$ cat src/rtl/core/ptf_pkg.sv
// Package for the palette tint and fade block: item codes, register indexes,
// sequencer states, mood gains and reset values.
// No dependencies; the interfaces and the top level import it.
package ptf_pkg;

  localparam int LEVEL_FRACTION_BITS_DEF = 16;

  localparam int CHAN_BITS      = 8;
  localparam int GAIN_BITS      = 17;
  localparam int GAIN_SHIFT     = 16;
  localparam int MOOD_AGE_BITS  = 24;
  localparam int FADE_AGE_BITS  = 17;
  localparam int FADE_LEN_BITS  = 16;
  localparam int ALPHA_BITS     = 17;

  localparam logic [CHAN_BITS-1:0]     CHAN_MAX          = 8'd255;
  localparam logic [MOOD_AGE_BITS-1:0] MOOD_INTERVAL_RST = 24'd60000;
  localparam logic [FADE_LEN_BITS-1:0] ENTER_FADE_RST    = 16'd2000;

  typedef enum logic [1:0] {
    MOOD_MORNING,
    MOOD_AFTERNOON,
    MOOD_EVENING,
    MOOD_NIGHT
  } mood_t;

  typedef enum logic [2:0] {
    FUNC_TICK,
    FUNC_ENTER,
    FUNC_EXIT,
    FUNC_START_FADE,
    FUNC_PIXEL
  } func_t;

  typedef enum logic [1:0] {
    REG_ENABLE,
    REG_MOOD_INTERVAL,
    REG_ENTER_FADE
  } reg_idx_t;

  typedef enum logic [3:0] {
    S_IDLE,
    S_EXEC,
    S_CHECK,
    S_DIV,
    S_SQUARE,
    S_CUBE,
    S_LEVEL,
    S_GAIN,
    S_SAT,
    S_FADE,
    S_STORE,
    S_DONE
  } state_t;

  // Q.16 gain of one channel (0 red, 1 green, 2 blue) in one mood
  function automatic logic [GAIN_BITS-1:0] mood_gain(mood_t m, logic [1:0] ch);
    logic [GAIN_BITS-1:0] g;
    g = 17'd65536;
    case (m)
      MOOD_MORNING: begin
        case (ch)
          2'd0:    g = 17'd72090;
          2'd1:    g = 17'd68813;
          default: g = 17'd75366;
        endcase
      end
      MOOD_EVENING: begin
        case (ch)
          2'd0:    g = 17'd78643;
          2'd1:    g = 17'd72090;
          default: g = 17'd52429;
        endcase
      end
      MOOD_NIGHT: begin
        case (ch)
          2'd0:    g = 17'd45875;
          2'd1:    g = 17'd45875;
          default: g = 17'd58982;
        endcase
      end
      default: g = 17'd65536;
    endcase
    return g;
  endfunction

endpackage

$ cat src/rtl/core/ptf_if.sv
// Valid/ready channel interfaces for the palette tint and fade block:
// the request item (event or pixel) and the result item.
// Depends on ptf_pkg for the field widths.
interface ptf_req_if
  import ptf_pkg::*;
  ();
  logic                     valid;
  logic                     ready;
  logic [2:0]               func;
  logic                     fade_in;
  logic [FADE_LEN_BITS-1:0] fade_duration;
  logic [CHAN_BITS-1:0]     red_in;
  logic [CHAN_BITS-1:0]     green_in;
  logic [CHAN_BITS-1:0]     blue_in;

  modport source (output valid, func, fade_in, fade_duration, red_in, green_in, blue_in,
                  input ready);
  modport sink (input valid, func, fade_in, fade_duration, red_in, green_in, blue_in,
                output ready);
endinterface

interface ptf_rsp_if
  import ptf_pkg::*;
  ();
  logic                  valid;
  logic                  ready;
  logic [CHAN_BITS-1:0]  red_out;
  logic [CHAN_BITS-1:0]  green_out;
  logic [CHAN_BITS-1:0]  blue_out;
  logic [1:0]            mood;
  logic                  fading;
  logic [ALPHA_BITS-1:0] alpha;

  modport source (output valid, red_out, green_out, blue_out, mood, fading, alpha,
                  input ready);
  modport sink (input valid, red_out, green_out, blue_out, mood, fading, alpha,
                output ready);
endinterface

$ cat src/rtl/core/palette_tint_and_fade.sv
// Path: events, ticks and pixels out of scene or disabled go straight from execute to done;
// an in-scene tick checks mood and fade, and one that moves a fade adds a one-bit restoring
// divide, square, cube, level; a pixel runs gain and saturate per channel (fade, store too
// while a fade runs). One item at a time; the next is taken while a result waits.
// Reset: synchronous, active high; registers return to enable on, 60000 ms interval, 2000 ms
// enter fade, afternoon mood, out of scene, no fade running.
module palette_tint_and_fade
  import ptf_pkg::*;
#(
  parameter int LEVEL_FRACTION_BITS = LEVEL_FRACTION_BITS_DEF
) (
  input  logic        clk,
  input  logic        rst,
  ptf_req_if.sink     req,
  ptf_rsp_if.source   rsp,
  input  logic        psel,
  input  logic        penable,
  input  logic        pwrite,
  input  logic [3:0]  paddr,
  input  logic [31:0] pwdata,
  output logic [31:0] prdata,
  output logic        pready
);

  localparam int F  = LEVEL_FRACTION_BITS;
  localparam int LW = F + 1;                                     // level, 0..ONE
  localparam int MA = F;                                         // multiplier operand A
  localparam int MB = (F + 2 > GAIN_BITS) ? F + 2 : GAIN_BITS;   // multiplier operand B
  localparam int PW = MA + MB;
  localparam int CW = $clog2(F);
  localparam logic [LW-1:0] LVL_ONE = {1'b1, {F{1'b0}}};
  localparam logic [CW-1:0] DIV_LAST = CW'(F - 1);

  // Configuration registers
  logic                     enable;
  logic [MOOD_AGE_BITS-1:0] mood_interval;
  logic [FADE_LEN_BITS-1:0] enter_fade;

  // Architectural state
  mood_t                    mood_now;
  logic [MOOD_AGE_BITS-1:0] mood_age;
  logic                     in_scene;
  logic                     fade_running;
  logic                     fade_dir_in;
  logic [FADE_AGE_BITS-1:0] fade_age;
  logic [FADE_LEN_BITS-1:0] fade_length;
  logic [LW-1:0]            fade_level;

  // Sequencer and working registers
  state_t                   state, state_next;
  logic [2:0]               op;
  logic                     op_dir;
  logic [FADE_LEN_BITS-1:0] op_dur;
  logic [CHAN_BITS-1:0]     chan_r, chan_g, chan_b;
  logic [1:0]               ch;
  logic [FADE_LEN_BITS-1:0] rem;
  logic [F-1:0]             quo;
  logic [CW-1:0]            div_cnt;
  logic [PW-1:0]            prod;
  logic                     rsp_valid;

  // Sequencer outputs
  logic          in_ready;
  logic          load_rsp;
  logic [MA-1:0] mul_a;
  logic [MB-1:0] mul_b;

  // Helpers
  logic                     cfg_wr;
  logic [CHAN_BITS-1:0]     chan_sel;
  logic [FADE_LEN_BITS:0]   rem_sh;
  logic                     rem_ge;
  logic                     fade_due;
  logic [MB-1:0]            t_val;
  logic [F+1:0]             s_val;
  logic [LW-1:0]            s_clip;
  logic                     gain_hi;
  logic [CHAN_BITS-1:0]     gain_sat;
  logic [LW-1:0]            alpha_full;

  assign cfg_wr = psel & penable & pwrite;
  assign pready = 1'b1;

  always_comb begin
    case (reg_idx_t'(paddr[3:2]))
      REG_ENABLE:        prdata = {31'd0, enable};
      REG_MOOD_INTERVAL: prdata = {8'd0, mood_interval};
      REG_ENTER_FADE:    prdata = {16'd0, enter_fade};
      default:           prdata = 32'd0;
    endcase
  end

  always_comb begin
    case (ch)
      2'd0:    chan_sel = chan_r;
      2'd1:    chan_sel = chan_g;
      default: chan_sel = chan_b;
    endcase
  end

  // Restoring divide step: remainder stays below the fade length
  assign rem_sh   = {rem, 1'b0};
  assign rem_ge   = rem_sh >= {1'b0, fade_length};
  assign fade_due = fade_age >= {1'b0, fade_length};

  // Smoothstep pieces: t = 3*ONE - 2p, s = (p2 * t) >> F clamped to ONE
  assign t_val  = (MB'(3) << F) - (MB'(quo) << 1);
  assign s_val  = prod[F +: F + 2];
  assign s_clip = (s_val > (F + 2)'(LVL_ONE)) ? LVL_ONE : s_val[LW-1:0];

  // Gain result: (c * gain) >> 16, saturated at full scale
  assign gain_hi  = |prod[PW-1:GAIN_SHIFT+CHAN_BITS];
  assign gain_sat = gain_hi ? CHAN_MAX : prod[GAIN_SHIFT +: CHAN_BITS];

  assign alpha_full = fade_running ? fade_level : (in_scene ? LVL_ONE : '0);

  // Next state
  always_comb begin
    state_next = state;
    case (state)
      S_IDLE: begin
        if (req.valid) state_next = S_EXEC;
      end
      S_EXEC: begin
        state_next = S_DONE;
        if (enable && in_scene) begin
          case (op)
            FUNC_TICK:  state_next = S_CHECK;
            FUNC_PIXEL: state_next = S_GAIN;
            default:    state_next = S_DONE;
          endcase
        end
      end
      S_CHECK: begin
        state_next = (fade_running && !fade_due) ? S_DIV : S_DONE;
      end
      S_DIV: begin
        if (div_cnt == '0) state_next = S_SQUARE;
      end
      S_SQUARE: state_next = S_CUBE;
      S_CUBE:   state_next = S_LEVEL;
      S_LEVEL:  state_next = S_DONE;
      S_GAIN:   state_next = S_SAT;
      S_SAT: begin
        if (fade_running)  state_next = S_FADE;
        else if (ch == 2'd2) state_next = S_DONE;
        else               state_next = S_GAIN;
      end
      S_FADE:   state_next = S_STORE;
      S_STORE: begin
        state_next = (ch == 2'd2) ? S_DONE : S_GAIN;
      end
      S_DONE: begin
        if (!rsp_valid || rsp.ready) state_next = S_IDLE;
      end
      default: state_next = S_IDLE;
    endcase
  end

  // Sequencer outputs: handshake and the shared multiplier's operands
  always_comb begin
    in_ready = 1'b0;
    load_rsp = 1'b0;
    mul_a    = '0;
    mul_b    = '0;
    case (state)
      S_IDLE:   in_ready = 1'b1;
      S_SQUARE: begin
        mul_a = quo;
        mul_b = MB'(quo);
      end
      S_CUBE: begin
        mul_a = prod[F +: F];
        mul_b = t_val;
      end
      S_GAIN: begin
        mul_a = MA'(chan_sel);
        mul_b = MB'(mood_gain(mood_now, ch));
      end
      S_FADE: begin
        mul_a = MA'(chan_sel);
        mul_b = MB'(fade_level);
      end
      S_DONE:   load_rsp = !rsp_valid || rsp.ready;
      default: begin
        in_ready = 1'b0;
      end
    endcase
  end

  assign req.ready = in_ready;

  always_ff @(posedge clk) begin
    if (rst) begin
      state <= S_IDLE;
    end else begin
      state <= state_next;
    end
  end

  // Shared multiplier, registered
  always_ff @(posedge clk) begin
    prod <= {{MB{1'b0}}, mul_a} * {{MA{1'b0}}, mul_b};
  end

  // Working registers without reset
  always_ff @(posedge clk) begin
    if (in_ready && req.valid) begin
      op     <= req.func;
      op_dir <= req.fade_in;
      op_dur <= req.fade_duration;
      chan_r <= req.red_in;
      chan_g <= req.green_in;
      chan_b <= req.blue_in;
      ch     <= 2'd0;
    end
    case (state)
      S_CHECK: begin
        rem     <= fade_age[FADE_LEN_BITS-1:0];
        quo     <= '0;
        div_cnt <= DIV_LAST;
      end
      S_DIV: begin
        rem     <= rem_ge ? FADE_LEN_BITS'(rem_sh - {1'b0, fade_length})
                          : rem_sh[FADE_LEN_BITS-1:0];
        quo     <= {quo[F-2:0], rem_ge};
        div_cnt <= div_cnt - 1'b1;
      end
      S_SAT, S_STORE: begin
        // write back the finished step of this channel, advance unless a fade step follows
        case (ch)
          2'd0:    chan_r <= (state == S_SAT) ? gain_sat : prod[F +: CHAN_BITS];
          2'd1:    chan_g <= (state == S_SAT) ? gain_sat : prod[F +: CHAN_BITS];
          default: chan_b <= (state == S_SAT) ? gain_sat : prod[F +: CHAN_BITS];
        endcase
        if (state == S_STORE || !fade_running) ch <= ch + 2'd1;
      end
      default: begin
        rem <= rem;
      end
    endcase
  end

  // Architectural state and configuration registers
  always_ff @(posedge clk) begin
    if (rst) begin
      enable        <= 1'b1;
      mood_interval <= MOOD_INTERVAL_RST;
      enter_fade    <= ENTER_FADE_RST;
      mood_now      <= MOOD_AFTERNOON;
      mood_age      <= '0;
      in_scene      <= 1'b0;
      fade_running  <= 1'b0;
      fade_dir_in   <= 1'b0;
      fade_age      <= '0;
      fade_length   <= '0;
      fade_level    <= '0;
    end else begin
      case (state)
        S_EXEC: begin
          if (enable) begin
            case (op)
              FUNC_TICK: begin
                // time advances in or out of the scene
                if (mood_age != '1) mood_age <= mood_age + 1'b1;
                if (fade_running && fade_age != '1) fade_age <= fade_age + 1'b1;
              end
              FUNC_ENTER: begin
                in_scene     <= 1'b1;
                fade_running <= 1'b1;
                fade_dir_in  <= 1'b1;
                fade_age     <= '0;
                fade_length  <= enter_fade;
                fade_level   <= '0;
              end
              FUNC_EXIT: begin
                in_scene <= 1'b0;
              end
              FUNC_START_FADE: begin
                fade_running <= 1'b1;
                fade_dir_in  <= op_dir;
                fade_age     <= '0;
                fade_length  <= op_dur;
                fade_level   <= op_dir ? '0 : LVL_ONE;
              end
              default: begin
                fade_level <= fade_level;
              end
            endcase
          end
        end
        S_CHECK: begin
          if (mood_age >= mood_interval) begin
            mood_now <= mood_t'(mood_now + 2'd1);
            mood_age <= '0;
          end
          if (fade_running && fade_due) begin
            fade_running <= 1'b0;
            fade_level   <= fade_dir_in ? LVL_ONE : '0;
          end
        end
        S_LEVEL: begin
          fade_level <= fade_dir_in ? s_clip : LW'(LVL_ONE - s_clip);
        end
        default: begin
          fade_level <= fade_level;
        end
      endcase

      // register writes come last so that they win
      if (cfg_wr) begin
        case (reg_idx_t'(paddr[3:2]))
          REG_ENABLE: begin
            enable <= pwdata[0];
            if (!pwdata[0]) begin
              fade_running <= 1'b0;
              in_scene     <= 1'b0;
            end
          end
          REG_MOOD_INTERVAL: mood_interval <= pwdata[MOOD_AGE_BITS-1:0];
          REG_ENTER_FADE:    enter_fade    <= pwdata[FADE_LEN_BITS-1:0];
          default:           enable        <= enable;
        endcase
      end
    end
  end

  // Result register: hold until taken, load the next as the old one leaves
  always_ff @(posedge clk) begin
    if (rst) begin
      rsp_valid <= 1'b0;
    end else if (load_rsp) begin
      rsp_valid <= 1'b1;
    end else if (rsp.ready) begin
      rsp_valid <= 1'b0;
    end
  end

  always_ff @(posedge clk) begin
    if (load_rsp) begin
      rsp.red_out   <= chan_r;
      rsp.green_out <= chan_g;
      rsp.blue_out  <= chan_b;
      rsp.mood      <= mood_now;
      rsp.fading    <= fade_running;
      rsp.alpha     <= ALPHA_BITS'(alpha_full);
    end
  end

  assign rsp.valid = rsp_valid;

  // Checks
  assert property (@(posedge clk) disable iff (rst) fade_level <= LVL_ONE)
    else $error("fade level above full scale");

  assert property (@(posedge clk) disable iff (rst)
    (state == S_DIV) |-> (rem < fade_length))
    else $error("divider remainder not below fade length");

  assert property (@(posedge clk) disable iff (rst)
    (cfg_wr && paddr[3:2] == REG_ENABLE && !pwdata[0]) |=> (!fade_running && !in_scene))
    else $error("disable did not clear fade and scene");

  assert property (@(posedge clk) disable iff (rst)
    (!$past(rst) && !$stable(mood_now)) |-> ($past(state) == S_CHECK))
    else $error("mood changed outside a tick check");

endmodule
$ cat src/flat_wrapper.sv
// flat-port wrapper written by rule: the top's interface ports become plain ports
module palette_tint_and_fade_flat import ptf_pkg::*;
#(
  parameter int LEVEL_FRACTION_BITS = LEVEL_FRACTION_BITS_DEF
)
  (clk, rst, psel, penable, pwrite, paddr, pwdata, prdata, pready, req_valid, req_func, req_fade_in, req_fade_duration, req_red_in, req_green_in, req_blue_in, req_ready, rsp_valid, rsp_red_out, rsp_green_out, rsp_blue_out, rsp_mood, rsp_fading, rsp_alpha, rsp_ready);
  ptf_req_if req_i ();
  ptf_rsp_if rsp_i ();
  input  logic clk;
  input  logic rst;
  input  logic psel;
  input  logic penable;
  input  logic pwrite;
  input  logic [3:0] paddr;
  input  logic [31:0] pwdata;
  output logic [31:0] prdata;
  output logic pready;
  input wire logic [$bits(req_i.valid)-1:0] req_valid;
  input wire logic [$bits(req_i.func)-1:0] req_func;
  input wire logic [$bits(req_i.fade_in)-1:0] req_fade_in;
  input wire logic [$bits(req_i.fade_duration)-1:0] req_fade_duration;
  input wire logic [$bits(req_i.red_in)-1:0] req_red_in;
  input wire logic [$bits(req_i.green_in)-1:0] req_green_in;
  input wire logic [$bits(req_i.blue_in)-1:0] req_blue_in;
  output wire logic [$bits(req_i.ready)-1:0] req_ready;
  output wire logic [$bits(rsp_i.valid)-1:0] rsp_valid;
  output wire logic [$bits(rsp_i.red_out)-1:0] rsp_red_out;
  output wire logic [$bits(rsp_i.green_out)-1:0] rsp_green_out;
  output wire logic [$bits(rsp_i.blue_out)-1:0] rsp_blue_out;
  output wire logic [$bits(rsp_i.mood)-1:0] rsp_mood;
  output wire logic [$bits(rsp_i.fading)-1:0] rsp_fading;
  output wire logic [$bits(rsp_i.alpha)-1:0] rsp_alpha;
  input wire logic [$bits(rsp_i.ready)-1:0] rsp_ready;
  assign req_i.valid = req_valid;
  assign req_i.func = req_func;
  assign req_i.fade_in = req_fade_in;
  assign req_i.fade_duration = req_fade_duration;
  assign req_i.red_in = req_red_in;
  assign req_i.green_in = req_green_in;
  assign req_i.blue_in = req_blue_in;
  assign req_ready = req_i.ready;
  assign rsp_valid = rsp_i.valid;
  assign rsp_red_out = rsp_i.red_out;
  assign rsp_green_out = rsp_i.green_out;
  assign rsp_blue_out = rsp_i.blue_out;
  assign rsp_mood = rsp_i.mood;
  assign rsp_fading = rsp_i.fading;
  assign rsp_alpha = rsp_i.alpha;
  assign rsp_i.ready = rsp_ready;
  palette_tint_and_fade #(.LEVEL_FRACTION_BITS(LEVEL_FRACTION_BITS)) u_core (.clk(clk), .rst(rst), .req(req_i), .rsp(rsp_i), .psel(psel), .penable(penable), .pwrite(pwrite), .paddr(paddr), .pwdata(pwdata), .prdata(prdata), .pready(pready));
endmodule
$ cat config.mk
export PLATFORM = sky130hd
export DESIGN_NAME = palette_tint_and_fade_flat
export DESIGN_NICKNAME = d
export VERILOG_FILES = /design/src/rtl/core/ptf_pkg.sv /design/src/rtl/core/ptf_if.sv /design/src/rtl/core/palette_tint_and_fade.sv /design/src/flat_wrapper.sv
export SDC_FILE = /design/constraint.sdc
export NUM_CORES = 1
export LEC_CHECK = 0
export CORE_MARGIN = 4
export CORE_UTILIZATION = 45
export CTS_CLUSTER_SIZE = 8
export DETAILED_ROUTE_END_ITERATION = 16
export DONT_BUFFER_PORTS = 1
export PLACE_DENSITY = 0.69
export SLEW_MARGIN = 0
export SYNTH_ARGS = -nofsm -noshare
export SYNTH_HDL_FRONTEND = slang
export SYNTH_SLANG_ARGS = --single-unit
$ cat constraint.sdc
create_clock -name clk -period 10.4 [get_ports clk]
set_clock_uncertainty 0.2 [all_clocks]
set_input_delay 2.08 -clock clk [delete_from_list [all_inputs] [get_ports clk]]
set_output_delay 2.08 -clock clk [all_outputs]
set_load 0.01 [all_outputs]
==> results of run 1 <==
state kept, by name, summed over array words and instances (netlist names), 16 cells and up:
name                  cells
u_core.mood_age          24
u_core.fade_level        17
u_core.rem               16
u_core.mood_interval     24
u_core.enter_fade        16
u_core.fade_length       16
u_core.prod              18
u_core.fade_age          17
u_core.op_dur            16
u_core.rsp.alpha         17
u_core.quo               16
per-layer routing:
metal	vias up	share of wire	global-route usage
met5	-	0	0
met4	0	0.042	0.0943
met3	142	0.076	0.0301
met2	742	0.46	0.372
met1	9114	0.42	0.313
li1	8507	-	-
cells in the final DEF (no fill, tap or decap), types with 7 or more instances in the layout:
cell,instances
nand2_1,356
conb_1,9
a22oi_1,16
a211o_1,19
o31ai_1,7
mux2i_1,40
nand3b_1,12
xnor2_1,46
a22o_1,37
a21oi_1,106
clkbuf_1,22
o21a_1,15
nand2b_1,26
o21ai_1,14
fa_1,222
nand3_1,56
and2_1,49
o21ai_0,73
buf_4,42
nor2b_1,26
ha_1,174
nor3_1,37
xor2_1,26
edfxtp_1,100
dfxtp_1,169
clkbuf_16,40
nand4_1,26
a311oi_1,22
a211oi_1,11
inv_1,339
nor2_1,232
nor4_1,15
a21o_1,24
and3_1,29
a221oi_1,13
logic make-up (layout without fill, tap and decap cells):
group,after synthesis,in the layout
AND/OR/NAND/NOR,912,912
buffers and inverters,473,451
AO/OA/AOI/OAI,419,419
adder cells (fa/ha/maj),396,396
flip-flops,269,269
XOR/XNOR,72,72
multiplexers,41,41
other,2,9
path summary, 6_finish.rpt:
kind | start | end | slack [ps] | cells after the start
max | u_core.quo[4] | u_core.prod[33] | 960 | 29
min reg2reg | u_core.chan_r[2] | u_core.rsp.red_out[2] | 250 | 0
max reg2reg | u_core.quo[4] | u_core.prod[33] | 960 | 29
min | u_core.chan_r[2] | u_core.rsp.red_out[2] | 250 | 0
power groups by stage:
| stage | Combinational (mW) | Sequential, mW | Clock (mW) |
|---|---|---|---|
| after global placement | 1.28 | 1.49 | 0 |
| after detailed placement | 1.31 | 1.49 | 0 |
| final | 1.35 | 1.48 | 1.26 |
| after floorplan | 1.02 | 1.40 | 0 |
| after CTS | 1.33 | 1.47 | 1.28 |
| after global routing | 1.48 | 1.50 | 1.32 |
critical path: cells and delay by family (launching register included):
kind            cells  cell delay, ps
compound gates      8            2330
xor+xnor            2             250
fa+ha+maj           7            3260
buf+inv             4             400
flops               1             530
simple gates        8            2380
cell type report:
type / instances / area [um^2] / share of cell area
timing repair buffer: 42 / 315 / 0.0127
multi-input combinational: 1849 / 14900 / 0.597
tap: 672 / 841 / 0.0338
sequential: 269 / 6390 / 0.256
clock inverter: 5 / 104 / 0.00417
inverter: 340 / 1280 / 0.0512
clock buffer: 64 / 1110 / 0.0446
metrics by stage:
step	setup WS [ps]	std cells	power [mW]	hold WS [ps]	utilization
floorplan	2020	2591	2.41	221	-
global placement	1090	3172	2.77	245	0.470
detailed placement	987	3172	2.81	244	0.470
CTS	967	3241	4.08	257	0.495
global route	499	3241	4.30	283	0.495
finish	962	3241	4.09	254	0.495
==> reports/qor.yml, run 1 <==
antenna_found_initial: 0
setup.worst_path.start_class: "register"
synth_top_area_share: 0.193
coreArea_mm2: 0.0504
cp_max_fo: 9
die_x_um: 234
drc: 0
tns_ps: 0
placedInstanceArea_mm2: 0.0237
slowest_stage: "or4_1"
clk_pin_slew_ps: 60
status: "completed"
avgSynthCellArea_um2: 8.90
antenna_left: 0
syn_area_mm2: 0.0230
min_path_type: "register to register"
syn2layout_area_growth_pct: 8.29
synthAdderAreaFrac: 0.288
slew_viol_final: 0
critPathKind: "register to register"
switching_share: 0.379
power_frac_seq: 0.362
fillers: 4639
cts_hold_buffers: 0
worst_pin_slew_ps: 1190
grt_usage: 0.230
cts_resized: 0
yosysTopAreaCell: "fa_1"
clockBufferDepth: 3
period_share: 0.907
hold_viol_final: 0
clkLatencyLatePin_ps: 560
p_per_area_mw_per_mm2: 164
combPwrFrac: 0.330
io_pins: 166
drive_gt1_frac: 0.0498
cts_setup_buffers: 0
ys.flop_type: "dfxtp_1"
p_sw_mw: 1.55
viasPerCell: 5.71
leakage_nw: 10.8
rsz0062_at_grt: "false"
required_ps: 10680
period_needed_ps: 9440
diodes: 0
firstDrtPassIters: 6
synthMuxAreaShare: 0.0179
cts_tree: "built"
synth_top_family_by_area: "adder cells"
relSlewSlack: 0.204
async_reset_ff_frac: 0
fmax_mhz: 106
grt_first_pass_wirelength_um: 100000
worstSetupEndpointType: "register"
routedWlPerCell_um: 19.2
yosys.cell_count.top_type: "nand2_1"
yosys_warnings: 0
peakVddDrop_mv: 0.101
syn_inst: 2584
synth_xor_area_frac: 0.0274
synth-seq-cells: 269
start_util: 0.457
grt_pass1_vias: 18700
die_h_um: 234
p_clk_frac: 0.308
htreeDepth: 2
synth.area.top_cells: "fa_1, dfxtp_1, edfxtp_1"
arrival_ps: 9720
synth_edf_count: 100
yosys.cell_types.count: 89
timing.max_cap.violations: 0
io_buffers: 0
gp_congestion: 0.903
drt_iter0_drc: 1441
vias: 18500
netlist_top_cells_count: "nand2_1, inv_1, nor2_1"
overflow: 0
cpPeakStageDelay_ps: 630
numClockSinks: 269
die_area_mm2: 0.0548
synth-simple-area-share: 0.183
cts_buffers: 40
crit_top_cell: "fa_1"
synth_compound_area_frac: 0.126
grt_max_degree: 84
dpl.hpwl_um: 47900
finalInstanceArea_mm2: 0.0249
p_int_mw: 2.54
wirelength_um: 62300
ys_seq_area_frac: 0.278
setup_viol: 0
final_nets: 3025
rows: 82
clockRootBuffer: "clkbuf_16"
Power figures use the tool's default switching activity.
==> run 2, diff against run 1 <==
==> constraint.sdc (replaced) <==
create_clock -name clk -period 10.6 [get_ports clk]
set_clock_uncertainty 0.2 [all_clocks]
set_input_delay 2.12 -clock clk [delete_from_list [all_inputs] [get_ports clk]]
set_output_delay 2.12 -clock clk [all_outputs]
set_load 0.01 [all_outputs]
==> run 2 against run 1 <==
  * Final area down 0.12%
  * First-iteration DRC count increased by 15%
  * Sequential power about the same
  * Fmax is 1.8% lower
  * Clock power fell by 4%
  * Combinational power barely moved
  * Sequential share of layout area about the same
  * Via count increased by 1.2%
  * Critical path depth did not move
  * Power decreased by 2.8%
==> reports/qor.yml, run 2 (same netlist as run 1, synthesis figures left out) <==
required_ps: 10880  # +200 ps
clkLatencyLatePin_ps: 550  # about the same
coreArea_mm2: 0.0504  # unchanged
critPathKind: "register to register"
r2r_cells: 29  # unchanged
tns_ps: 0  # unchanged
slowest_stage: "ha_1"
fillers: 4576  # -1.4%
die_h_um: 234  # unchanged
setup_viol: 0  # unchanged
peakVddDrop_mv: 0.103  # +1.1%
antenna_left: 0  # unchanged
viasPerCell: 5.78  # +1.2%
grt_pass1_vias: 18800  # +0.45%
period_share: 0.907  # about the same
dpl.hpwl_um: 48100  # +0.34%
die_x_um: 234  # unchanged
io_pins: 166  # unchanged
grt_first_pass_wirelength_um: 99700  # -0.75%
grt_usage: 0.228  # -0.00148
routedWlPerCell_um: 19.3  # +0.62%
p_per_area_mw_per_mm2: 160  # -2.7%
numClockSinks: 269  # unchanged
syn2layout_area_growth_pct: 8.16
grt_max_degree: 84  # unchanged
start_util: 0.457  # unchanged
cts_hold_buffers: 0  # unchanged
multi_input_area_mm2: 0.0149  # unchanged
overflow: 0  # unchanged
wirelength_um: 62700  # +0.65%
slew_viol_final: 0  # unchanged
crit_cells: 29  # unchanged
clockRootBuffer: "clkbuf_16"
final_util: 0.494  # -0.000571
worst_pin_slew_ps: 1220  # +32.0 ps
cts_buffers: 40  # unchanged
drc: 0  # unchanged
antenna_found_initial: 1  # +1
drive_gt1_frac: 0.0498  # unchanged
gp_congestion: 0.904  # about the same
relSlewSlack: 0.183  # -0.0214
vias: 18700  # +1.2%
final_common_cell: "nand2_1"
period_needed_ps: 9610  # +173 ps
crit_top_cell: "fa_1"
rows: 82  # unchanged
regArea_mm2: 0.00639  # unchanged
min_path_type: "register to register"
worstSetupEndpointType: "register"
io_buffers: 0  # unchanged
layout_common_cells: "nand2_1, inv_1, nor2_1"
hold_viol_final: 0  # unchanged
clockBufferDepth: 3  # unchanged
crit_family: "adder cells"
critPathBufInv: 5  # +1
clk_pin_slew_ps: 50  # about the same
cp_max_fo: 17  # +8
leakage_nw: 10.8  # -0.11%
cts_resized: 0  # unchanged
final_nets: 3025  # unchanged
drt_iter0_drc: 1655  # +15%
status: "completed"
die_area_mm2: 0.0548  # unchanged
rsz0062_at_grt: "false"
min_path_cells: 0  # unchanged
top_regs: "u_core.mood_age (24), u_core.mood_interval (24), u_core.prod (18)"
htreeDepth: 2  # unchanged
firstDrtPassIters: 6  # unchanged
cts_setup_buffers: 0  # unchanged
arrival_ps: 9890  # +170 ps
fmax_mhz: 104  # -1.8%
cpPeakStageDelay_ps: 610  # -20 ps
timing.max_cap.violations: 0  # unchanged
cts_tree: "built"
setup.worst_path.start_class: "register"
run 2: path summary, 6_finish.rpt:
kind	from	end	slack (ps)
max reg2reg	u_core.ch[0]	u_core.prod[33]	990
min	u_core.chan_r[6]	u_core.rsp.red_out[6]	260
max	u_core.ch[0]	u_core.prod[33]	990
min reg2reg	u_core.chan_r[6]	u_core.rsp.red_out[6]	260
run 2: report_power, final:
group          switching, mW  leakage (nW)  internal [mW]  total, mW
Sequential             0.181          2.32           1.27       1.45
Clock                  0.482         0.568          0.724       1.21
Combinational          0.843          7.90          0.474       1.32
run 2: per-layer routing:
metal,wire (um),GRT usage
met1,25200,0.299
met2,28900,0.369
met3,5580,0.0440
met4,3090,0.102
met5,0,0
run 2: layout make-up:
cell class	instances	area share
inverter	340	0.0513
tap	672	0.0338
sequential	269	0.257
clock inverter	5	0.00246
timing repair buffer	42	0.0127
clock buffer	64	0.0451
antenna	1	0.000101
multi-input combinational	1849	0.598
run 2: metrics by stage:
stage          cell area, um^2  hold WS [ps]  setup slack, ps  instances  total power [mW]
5_1_grt                  24900           273              426       3241              4.18
6_report                 24900           263              989       3242              3.97
3_5_place_dp             23700           250             1100       3172              2.75
4_1_cts                  24900           262             1080       3241              3.97
3_3_place_gp             23700           246             1270       3172              2.71
2_1_floorplan            23000           221             2220       2591              2.37
